### config.mk
export PLATFORM = sky130hd
export DESIGN_NAME = hcbp_fifo
export DESIGN_NICKNAME = d
export VERILOG_FILES = /design/src/rtl/core/hcbp_fifo.sv
export SDC_FILE = /design/constraint.sdc
export NUM_CORES = 1
export LEC_CHECK = 0
export BUFFER_PORTS_ARGS = -buffer_cell sky130_fd_sc_hd__buf_4
export CAP_MARGIN = 20
export CORE_AREA = 2 2 61 63
export CTS_CLUSTER_SIZE = 25
export DETAILED_ROUTE_END_ITERATION = 16
export DIE_AREA = 0 0 63 65
export HOLD_SLACK_MARGIN = 0.15
export PLACE_DENSITY = 0.71
export SETUP_SLACK_MARGIN = 0.2
export SLEW_MARGIN = 20
export SYNTH_ARGS = -nofsm -noshare
export SYNTH_HDL_FRONTEND = slang
export SYNTH_SLANG_ARGS = --single-unit
### constraint.sdc
create_clock -name clk -period 2.2 [get_ports clk]
set_clock_uncertainty 0.15 [all_clocks]
set_input_delay 0.44 -clock clk [delete_from_list [all_inputs] [get_ports clk]]
set_output_delay 0.44 -clock clk [all_outputs]
set_load 0.01 [all_outputs]
### src/rtl/core/hcbp_fifo.sv
// Small register queue with show-ahead read.
// Depends on nothing; used for the command queue and the result queue.
module hcbp_fifo #(
  parameter int WIDTH = 8,
  parameter int DEPTH = 4
) (
  input  logic             clk,
  input  logic             rst,
  input  logic             push,
  output logic             full,
  input  logic [WIDTH-1:0] wr_data,
  output logic             empty,
  input  logic             pop,
  output logic [WIDTH-1:0] rd_data
);

  localparam int AW = (DEPTH > 1) ? $clog2(DEPTH) : 1;

  logic [WIDTH-1:0] mem [DEPTH];
  logic [AW-1:0]    wr_ptr;
  logic [AW-1:0]    rd_ptr;
  logic [AW:0]      count;
  logic             do_push;
  logic             do_pop;

  assign full    = (count == (AW+1)'(DEPTH));
  assign empty   = (count == '0);
  assign do_push = push && !full;
  assign do_pop  = pop && !empty;
  assign rd_data = mem[rd_ptr];

  always_ff @(posedge clk) begin
    if (do_push) begin
      mem[wr_ptr] <= wr_data;
    end
  end

  always_ff @(posedge clk) begin
    if (rst) begin
      wr_ptr <= '0;
      rd_ptr <= '0;
      count  <= '0;
    end else begin
      if (do_push) begin
        wr_ptr <= (wr_ptr == AW'(DEPTH - 1)) ? '0 : wr_ptr + 1'b1;
      end
      if (do_pop) begin
        rd_ptr <= (rd_ptr == AW'(DEPTH - 1)) ? '0 : rd_ptr + 1'b1;
      end
      if (do_push && !do_pop) begin
        count <= count + 1'b1;
      end else if (do_pop && !do_push) begin
        count <= count - 1'b1;
      end
    end
  end

  a_count_bound: assert property (@(posedge clk) disable iff (rst)
    count <= (AW+1)'(DEPTH))
    else $error("queue occupancy above depth");

endmodule

==> impl_metrics.toml <==
[placement]
place.detailed.hpwl_um = 1890
gp_congestion = 0.7469
port_buffers = 21
pre_cts_ws_ns = -0.07196

[synth]
synth_edf_count = 32
synthFlopType = "edfxtp_1"
async_flop_share_pct = 0
yosys_warnings = 0
synth_area_per_cell_um2 = 17.88
ys_seq_area_share_pct = 69.35
ys_types = 26
synth_fp_nets = 111
synthCells = 92
synth.cell_area_um2 = 1645
ys_seq_elements = 41

[critical_path]
cp_max_fo = 4
crit_type = "reg -> reg"
worstPathRequired_ns = 2.32
r2r_setup_slack_ns = 0.02
r2r_cells = 9
cp-start-kind = "flip-flop"
end_kind = "flip-flop"
critPathArrivalTime_ns = 2.30

[timing]
rsz0062_at_grt = "yes"
fmax_mhz = 458.5
relSlewSlack_pct = 73.68
fin_crit_ns = 2.181
maxSlewViolCount = 0
worstMarginPinSlew_ns = 0.3943
setup_viol = 0
finalHoldViolCount = 0
setup_slack_ns = 0.01902
finalSetupTns_ns = 0
finalCritPeriodShare_pct = 99.14

[grt]
track_usage_pct = 15.00
grt_pass1_vias = 939
grt.overflow.total = 0
grt_max_degree = 12
grt_pass1_wl_um = 4429
antenna_found_initial = 0

[cells_and_area]
nNetsFinal = 152
n_antenna_cell = 0
layout_common_cells = "32 x edfxtp_1, 19 x buf_4, 9 x dlygate4sd3_1, 9 x buf_6, 8 x mux4_2"
syn_to_final_growth_pct = 29.73
final_common_cell = "edfxtp_1"
drive_above_1_share_pct = 45.52

[flow_run]
cap_viol_max_count = 0

[die]
die_area_um2 = 4095
row_count = 22
io_pins = 22
die_x_um = 63
initial_core_util_pct = 47.07
coreArea_um2 = 3496
fp.dieH_um = 65

[clocking]
cts_sinks = 41
cts_tree = "built"
worst_skew_pair.late_latency_ns = 0.34
h-tree-depth = 2
tritoncts.num_buffers = 5
cts_root_buf = "clkbuf_4"
clk_pin_slew_worst_paths_ns = 0.11
cts_buffer_depth = 2

[power_and_ir_drop]
p_per_area_nw_per_um2 = 998.6
p_seq_share_pct = 48.1
clockPowerShare_pct = 16.0
power_mw = 2.131
p_int_mw = 1.534
power_frac_comb_pct = 35.9
p_sw_share_pct = 28.03
p_leak_nw = 0.7872
p_sw_uw = 597.4
irDropWorstVdd_v = 0.0005632

[hold_path]
hold_depth = 3
hp-class = "in -> reg"

[routing]
drt_first_iter_violations = 16
avgRoutedWirePerCell_um = 14.84
drtPass1Iterations = 4
antenna_left = 0
detail_route.vias_per_cell = 5.126
drc = 0
vias = 933
wirelength_um = 2701

[status]
outcome = "finished, final reports clean"
-- cell families (layout without fill, tap and decap cells) --
logic type	after synthesis	in the layout	synth area share, %
flip-flops	41	41	69.35
AND/OR/NAND/NOR	16	16	5.704
multiplexers	10	10	12.17
buffers and inverters	9	51	2.889
adder cells (fa/ha/maj)	7	7	5.779
AO/OA/AOI/OAI	7	7	3.041
XOR/XNOR	2	2	1.065
-- metrics by stage --
step	cells	hold slack (ns)	utilization [%]	cell area [um2]
after CTS	179	0.1518	60.09	2101
after detailed placement	160	0.3578	53.90	1884
after global routing	182	0.2422	61.06	2135
final	182	0.2445	61.06	2135
after global placement	160	0.3255	53.90	1884
after floorplan	92	0.3134	-	1668
-- sequential cells by signal, summed over array words and instances (netlist names), named ones only --
register,count
mem,32
count,3
rd_ptr,2
wr_ptr,2
-- power by group through the flow --
stage / combinational (mW) / clock [mW] / sequential, mW
3_5_place_dp: 0.629 / 0 / 1.04
5_1_grt: 0.831 / 0.379 / 1.04
3_3_place_gp: 0.601 / 0 / 1.03
6_report: 0.765 / 0.341 / 1.03
4_1_cts: 0.751 / 0.353 / 1.03
2_1_floorplan: 0.413 / 0 / 1.01
-- layout make-up --
type	count	area (um2)
Clock buffer	8	48.80
Fill cell	275	1361
Inverter	5	23.77
Multi-Input combinational cell	42	494.2
Sequential cell	41	1154
Tap cell	48	60.06
Timing Repair Buffer	38	354.1
-- synth_stat cells, types with 2 or more instances --
| master | n | share of area [%] |
|---|---|---|
| dfxtp_1 | 9 | 11 |
| nor3_1 | 2 | 0.61 |
| and3_2 | 4 | 1.8 |
| inv_1 | 4 | 0.91 |
| nand3_1 | 2 | 0.61 |
| o31ai_2 | 2 | 1.5 |
| ha_1 | 6 | 4.6 |
| nor2_1 | 3 | 0.68 |
| mux2i_1 | 2 | 1.2 |
| mux4_2 | 8 | 11 |
| edfxtp_1 | 32 | 58 |
| xor2_1 | 2 | 1.1 |
| a21oi_1 | 3 | 0.91 |
-- worst paths after layout --
path / end / from
worst min register to register: flip-flop / rd_ptr[0]
worst max-delay path: count[2] / count[2]
worst max register to register: count[2] / count[2]
worst min-delay path: wr_ptr[0] / push
-- worst max-delay path: stages (launching register included) --
cell	delay (ns)
dfxtp_4	0.38
or3b_4	0.25
clkinv_4	0.05
nor2_4	0.12
ha_4	0.15
inv_2	0.03
fa_2	0.35
xor2_2	0.16
or3_4	0.33
a21oi_2	0.14
-- repair_timing --
action / CTS / global route
pin swaps: 4 / 0
hold buffers: 8 / 1
endpoints found under the hold margin: 27 / 1
setup buffers: 3 / 2
setup endpoints to repair: 10 / 10
gates resized for setup: 16 / 2
cloned: 0 / 0
-- layer usage --
layer  wire (um)  GRT usage [%]
met3         115          5.035
met5           0              0
met4          33          7.222
met1        1091          16.55
met2        1461          26.06
Note: power is estimated with default switching activity, not from simulation.
