===== src/rtl/core/hcbp_pkg.sv =====
// Shared types and constants for the code bit packer.
// Used by the top, front and back modules under rtl/core; no dependencies of its own.
package hcbp_pkg;

  localparam int MAX_CODE_LEN_DEF = 32;
  localparam int SYMBOL_COUNT_DEF = 256;
  localparam int CODE_W           = 32;
  localparam int LEN_W            = 6;
  localparam int SYM_FIELD_W      = 8;
  localparam int BYTE_W           = 8;
  localparam int CMD_DEPTH        = 4;
  localparam int OUT_DEPTH        = 4;

  localparam logic [1:0] OP_LOAD   = 2'd0;
  localparam logic [1:0] OP_ENCODE = 2'd1;
  localparam logic [1:0] OP_FLUSH  = 2'd2;
  // The remaining code has no function and is ignored.
  localparam logic [1:0] OP_UNUSED = 2'd3;

  typedef struct packed {
    logic [1:0]             op;
    logic [SYM_FIELD_W-1:0] symbol;
    logic [CODE_W-1:0]      code_bits;
    logic [LEN_W-1:0]       code_length;
  } in_item_t;

  typedef struct packed {
    logic [BYTE_W-1:0] out_byte;
    logic              last;
  } out_item_t;

  // Work handed from the lookup side to the packer.
  typedef struct packed {
    logic              is_flush;
    logic [LEN_W-1:0]  len;
    logic [CODE_W-1:0] code;
  } cmd_t;

endpackage


===== src/rtl/core/hcbp_back.sv =====
// Back end: packs code bits MSB first into bytes, one byte per cycle while the result queue has room.
// Depends on hcbp_pkg; reads the command queue and writes the result queue.
module hcbp_back (
  input  logic                clk,
  input  logic                rst,
  input  logic                cmd_avail,
  input  hcbp_pkg::cmd_t      cmd_entry,
  output logic                cmd_pop,
  input  logic                byte_full,
  output logic                byte_push,
  output hcbp_pkg::out_item_t byte_item
);
  import hcbp_pkg::*;

  logic              busy;
  logic              busy_next;
  logic              cur_flush;
  logic              cur_flush_next;
  logic [LEN_W-1:0]  cur_len;
  logic [LEN_W-1:0]  cur_len_next;
  logic [CODE_W-1:0] cur_code;
  logic [CODE_W-1:0] cur_code_next;
  logic [BYTE_W-1:0] pbits;
  logic [BYTE_W-1:0] pbits_next;
  logic [2:0]        pcount;
  logic [2:0]        pcount_next;
  logic [3:0]        need;
  logic [LEN_W-1:0]  rem;
  logic [CODE_W-1:0] shifted;
  logic [BYTE_W-1:0] merged;
  logic              emit;
  logic              fin;

  // cur_code is left-aligned, so bits past the code length are zero.
  assign need    = 4'd8 - {1'b0, pcount};
  assign rem     = cur_len - {2'b00, need};
  assign shifted = cur_code << need;
  assign merged  = pbits | (cur_code[CODE_W-1:CODE_W-BYTE_W] >> pcount);

  always_comb begin
    emit               = 1'b0;
    fin                = 1'b0;
    byte_item.out_byte = pbits;
    byte_item.last     = 1'b0;
    pbits_next         = pbits;
    pcount_next        = pcount;
    cur_len_next       = cur_len;
    cur_code_next      = cur_code;
    cur_flush_next     = cur_flush;
    if (busy) begin
      if (cur_flush) begin
        emit           = (pcount != 3'd0);
        byte_item.last = 1'b1;
        if (!emit || !byte_full) begin
          fin         = 1'b1;
          pbits_next  = '0;
          pcount_next = 3'd0;
        end
      end else if (cur_len >= {2'b00, need}) begin
        emit               = 1'b1;
        byte_item.out_byte = merged;
        byte_item.last     = (rem < LEN_W'(BYTE_W));
        if (!byte_full) begin
          cur_code_next = shifted;
          cur_len_next  = rem;
          if (byte_item.last) begin
            fin         = 1'b1;
            pbits_next  = shifted[CODE_W-1:CODE_W-BYTE_W];
            pcount_next = rem[2:0];
          end else begin
            pbits_next  = '0;
            pcount_next = 3'd0;
          end
        end
      end else begin
        // The rest of the code fits in the open byte.
        fin         = 1'b1;
        pbits_next  = merged;
        pcount_next = pcount + cur_len[2:0];
      end
    end
    cmd_pop   = cmd_avail && (!busy || fin);
    byte_push = emit && !byte_full;
    busy_next = cmd_pop ? 1'b1 : (fin ? 1'b0 : busy);
    if (cmd_pop) begin
      cur_flush_next = cmd_entry.is_flush;
      cur_len_next   = cmd_entry.len;
      cur_code_next  = cmd_entry.code << (LEN_W'(CODE_W) - cmd_entry.len);
    end
  end

  always_ff @(posedge clk) begin
    cur_flush <= cur_flush_next;
    cur_len   <= cur_len_next;
    cur_code  <= cur_code_next;
  end

  always_ff @(posedge clk) begin
    if (rst) begin
      busy   <= 1'b0;
      pbits  <= '0;
      pcount <= 3'd0;
    end else begin
      busy   <= busy_next;
      pbits  <= pbits_next;
      pcount <= pcount_next;
    end
  end

  a_more_bytes: assert property (@(posedge clk) disable iff (rst)
    byte_push && !byte_item.last |=> busy)
    else $error("packer went idle before the final byte");

  a_flush_clears: assert property (@(posedge clk) disable iff (rst)
    busy && cur_flush && fin |=> (pcount == 3'd0) && (pbits == '0))
    else $error("flush left bits in the accumulator");

endmodule

===== config.mk =====
export PLATFORM = sky130hd
export DESIGN_NAME = hcbp_back
export DESIGN_NICKNAME = d
export VERILOG_FILES = /design/src/rtl/core/hcbp_pkg.sv /design/src/rtl/core/hcbp_back.sv
export SDC_FILE = /design/constraint.sdc
export NUM_CORES = 1
export LEC_CHECK = 0
export BUFFER_PORTS_ARGS = -buffer_cell sky130_fd_sc_hd__buf_2
export CORE_UTILIZATION = 57
export DETAILED_ROUTE_END_ITERATION = 16
export GPL_ROUTABILITY_DRIVEN = 0
export PLACE_DENSITY = 0.75
export SKIP_CTS_REPAIR_TIMING = 1
export SLEW_MARGIN = 20
export SYNTH_ARGS = -nofsm -noshare
export SYNTH_HDL_FRONTEND = slang
export SYNTH_SLANG_ARGS = --single-unit
export TNS_END_PERCENT = 30

===== constraint.sdc =====
create_clock -name clk -period 6.15 [get_ports clk]
set_clock_uncertainty 0.2 [all_clocks]
set_input_delay 1.5375 -clock clk [delete_from_list [all_inputs] [get_ports clk]]
set_output_delay 1.5375 -clock clk [all_outputs]
set_load 0.1 [all_outputs]

==> flow_summary_export.csv <==
group,metric,value,unit
critical_path,cp.arrival,3.97,ns
cts,cts_tree,"done",
logic_synthesis,synth_top_area_share,19.2,%
logic_synthesis,synth-edff-count,39,
logic_synthesis,synth_cells,638,
worst_hold_path,min_path_type,"reg2reg",
global_routing,grt_remaining_overflow,0,
floorplanning,chipHeight,105,um
logic_synthesis,synth_largest_area_cell,"edfxtp_1",
critical_path,crit_fanout,19,
global_routing,grt_pass1_wl,26000,um
detailed_routing,wirelength,16200,um
timing,rsz0062_at_grt,"false",
logic_synthesis,synth_fa_ha_area_share,2.42,%
cts,cts_max_level,2,
cts,cts_sinks,51,
layout,fin_cells,798,
critical_path,worstSetupStartpointType,"flop",
place,dp.cells,790,
logic_synthesis,synthTopCellsByCount,"113 x nand2_1, 66 x mux2i_1, 51 x mux4_2",
cts,clockBufferDepth,2,
logic_synthesis,ys_seq_elements,51,
logic_synthesis,yosys_warnings,0,
logic_synthesis,synth_top_family_by_area,"multiplexers",
floorplanning,start_util,58.9,%
logic_synthesis,post-synth-top-count-cell,"nand2_1",
cts,cts_made_buffers,5,
logic_synthesis,synth.area.top_cells,"edfxtp_1 19%, mux4_2 19%, mux2i_1 11%",
critical_path,slowest_delay,0.59,ns
flow_run,maxCapViolations,0,
logic_synthesis,synth.area.mux_share,34.8,%
timing,hold_ws,0.298,ns
detailed_routing,drt_first_pass_iters,7,
detailed_routing,drtAntennaViolNets,0,
critical_path,path_cells,"clkinv_1 -> ha_1 -> fa_1 -> a21boi_0 -> maj3_1 -> o21ai_0 -> nand2_1 -> o21bai_1 -> buf_12",
place,place_hpwl,12200,um
floorplanning,rows,37,
global_routing,grt_pass1_vias,5032,
floorplanning,die-width,105,um
critical_path,critPathSlowestCell,"dfxtp_2",
floorplanning,dieArea,11100,um2
cts,root_buffer,"clkbuf_8",
critical_path,criticalPathCategory,"reg2out",
logic_synthesis,synth_simple_gate_area_share,16.5,%
detailed_routing,vias,5482,
global_routing,grt_start_max_net_pins,42,
logic_synthesis,synth_compound_area_share,16.2,%
critical_path,cp-end-kind,"output pin",
layout,layout-drive-gt1-share,23.7,%
logic_synthesis,synthesis.nets,690,
logic_synthesis,ys.flop_type,"edfxtp_1",
place,placed_cell_area,6470,um2
pwr,vdd_drop_max,0.209,mV
detailed_routing,drcViolationCount,0,
logic_synthesis,synth.distinct_cells,85,
logic_synthesis,synth-xor-area-share,1.13,%
timing,timing.fmax,175,MHz
layout,n_fill_cell,884,
floorplanning,ioPinCount,54,
timing,hold_viol,0,
floorplanning,core,10400,um2
logic_synthesis,ys_seq_area_share,23.1,%
timing,tightest_slew,0.901,ns
detailed_routing,drt_iter0_drc,493,
global_routing,grt_use_total,29.4,%
cts,clock_latency,0.31,ns
timing,fin_crit_sh,92.8,%
detailed_routing,routedWlPerCell,20.3,um
place,portBuffers,53,
layout,diodes,0,
place,pre_cts_ws,0.837,ns
timing,slew_headroom,39.2,%
timing,period_needed,5.70,ns
pwr,p_leak,0.00248,uW
logic_synthesis,avgSynthCellArea,9.57,um2
logic_synthesis,async_reset_ff_share,0,%
layout,syn2layout_area_growth,7.91,%
timing,final_max_slew_viol_count,0,
timing,layout_setup_ws,0.445,ns
pwr,cellPowerDensity,425,nW/um2
critical_path,required,4.41,ns
layout,finalNetCount,713,
run_status,outcome,"completed",
global_routing,antenna_found_initial,0,
layout,stdcell_area,6590,um2
timing,finalSetupViolCount,0,
detailed_routing,via_per_inst,6.87,
cts,clk_pin_slew,0.10,ns
logic_synthesis,synth_area,6100,um2
[cells by family (layout without fill, tap and decap cells)]
kind of cell	after synthesis	count (layout)
AND/OR/NAND/NOR	219	219
multiplexers	142	142
AO/OA/AOI/OAI	141	141
buffers and inverters	67	91
flip-flops	51	51
adder cells (fa/ha/maj)	11	11
XOR/XNOR	7	7
[area by class of cell]
| class | count | area (um2) | share of cell area [%] |
|---|---|---|---|
| timing repair buffer | 64 | 468 | 7.10 |
| tap | 136 | 170 | 2.58 |
| inverter | 19 | 71.3 | 1.08 |
| sequential | 51 | 1410 | 21.4 |
| clock buffer | 5 | 68.8 | 1.04 |
| multi-input combinational | 520 | 4360 | 66.2 |
| clock inverter | 3 | 38.8 | 0.589 |
[state kept, by name, indices dropped and copies added (netlist names)]
name / flops
cur_len: 6
cur_flush: 1
pcount: 3
busy: 1
pbits: 8
cur_code: 32
[where the power goes]
part           internal, uW  switching (uW)  total, uW
clock                   119             121        240
combinational           730            1090       1820
sequential              585             160        744
[cells in the final DEF, fill, tap and decap left out, types with 5 or more instances in the layout]
cell,Yosys,routed
a211oi_1,5,5
mux2i_1,66,66
a21oi_1,27,27
dfxtp_1,12,11
mux2_2,16,16
o21ai_0,28,28
and3_1,5,5
edfxtp_1,39,39
nor2b_1,8,8
buf_4,3,11
buf_2,20,45
o21bai_1,6,6
nor2_1,35,35
buf_12,0,8
inv_1,15,15
a31oi_1,11,11
clkbuf_8,1,5
mux2_1,6,6
nor3_1,11,11
a221o_1,6,6
ha_1,7,7
nand2_1,113,113
nand3_1,16,16
mux4_2,51,51
nand2b_1,5,5
o211ai_1,6,6
[metal layers]
| metal | up-vias | part of all wire (%) | wire [um] | track usage [%] |
|---|---|---|---|---|
| met1 | 2637 | 42 | 6800 | 40.6 |
| met4 | 0 | 2.9 | 464 | 8.73 |
| met3 | 38 | 7.7 | 1250 | 3.65 |
| met2 | 299 | 47 | 7660 | 48.6 |
| li1 | 2508 | - | - | - |
| met5 | - | 0 | 0 | 0 |
[critical path, delay by kind of cell (launching register included)]
family / cells / cell delay (ns)
buffers and inverters: 2 / 0.56
DFF: 1 / 0.59
AOI/OAI and AO/OA: 3 / 0.95
adders and majority gates: 3 / 1.26
and+or+nand+nor: 1 / 0.28
[final timing paths]
check / startpoint / depth (start not counted) / slack [ns] / endpoint
worst max-delay path: pcount[0] / 9 / 0.45 / byte_item[8]
worst max register to register: pcount[0] / 12 / 1.49 / cur_code[15]
worst min-delay path: pbits[3] / 1 / 0.30 / pbits[3]
worst min register to register: pbits[3] / 1 / 0.30 / pbits[3]
[metrics by stage]
| step | total power [uW] | utilization [%] | setup TNS (ns) |
|---|---|---|---|
| floorplan | 2050 | - | -2.14 |
| global placement | 2470 | 62.4 | 0 |
| detailed placement | 2510 | 62.4 | 0 |
| CTS | 2760 | 63.4 | 0 |
| global route | 2950 | 63.5 | 0 |
| finish | 2800 | 63.5 | 0 |
Power figures use the tool's default switching activity.
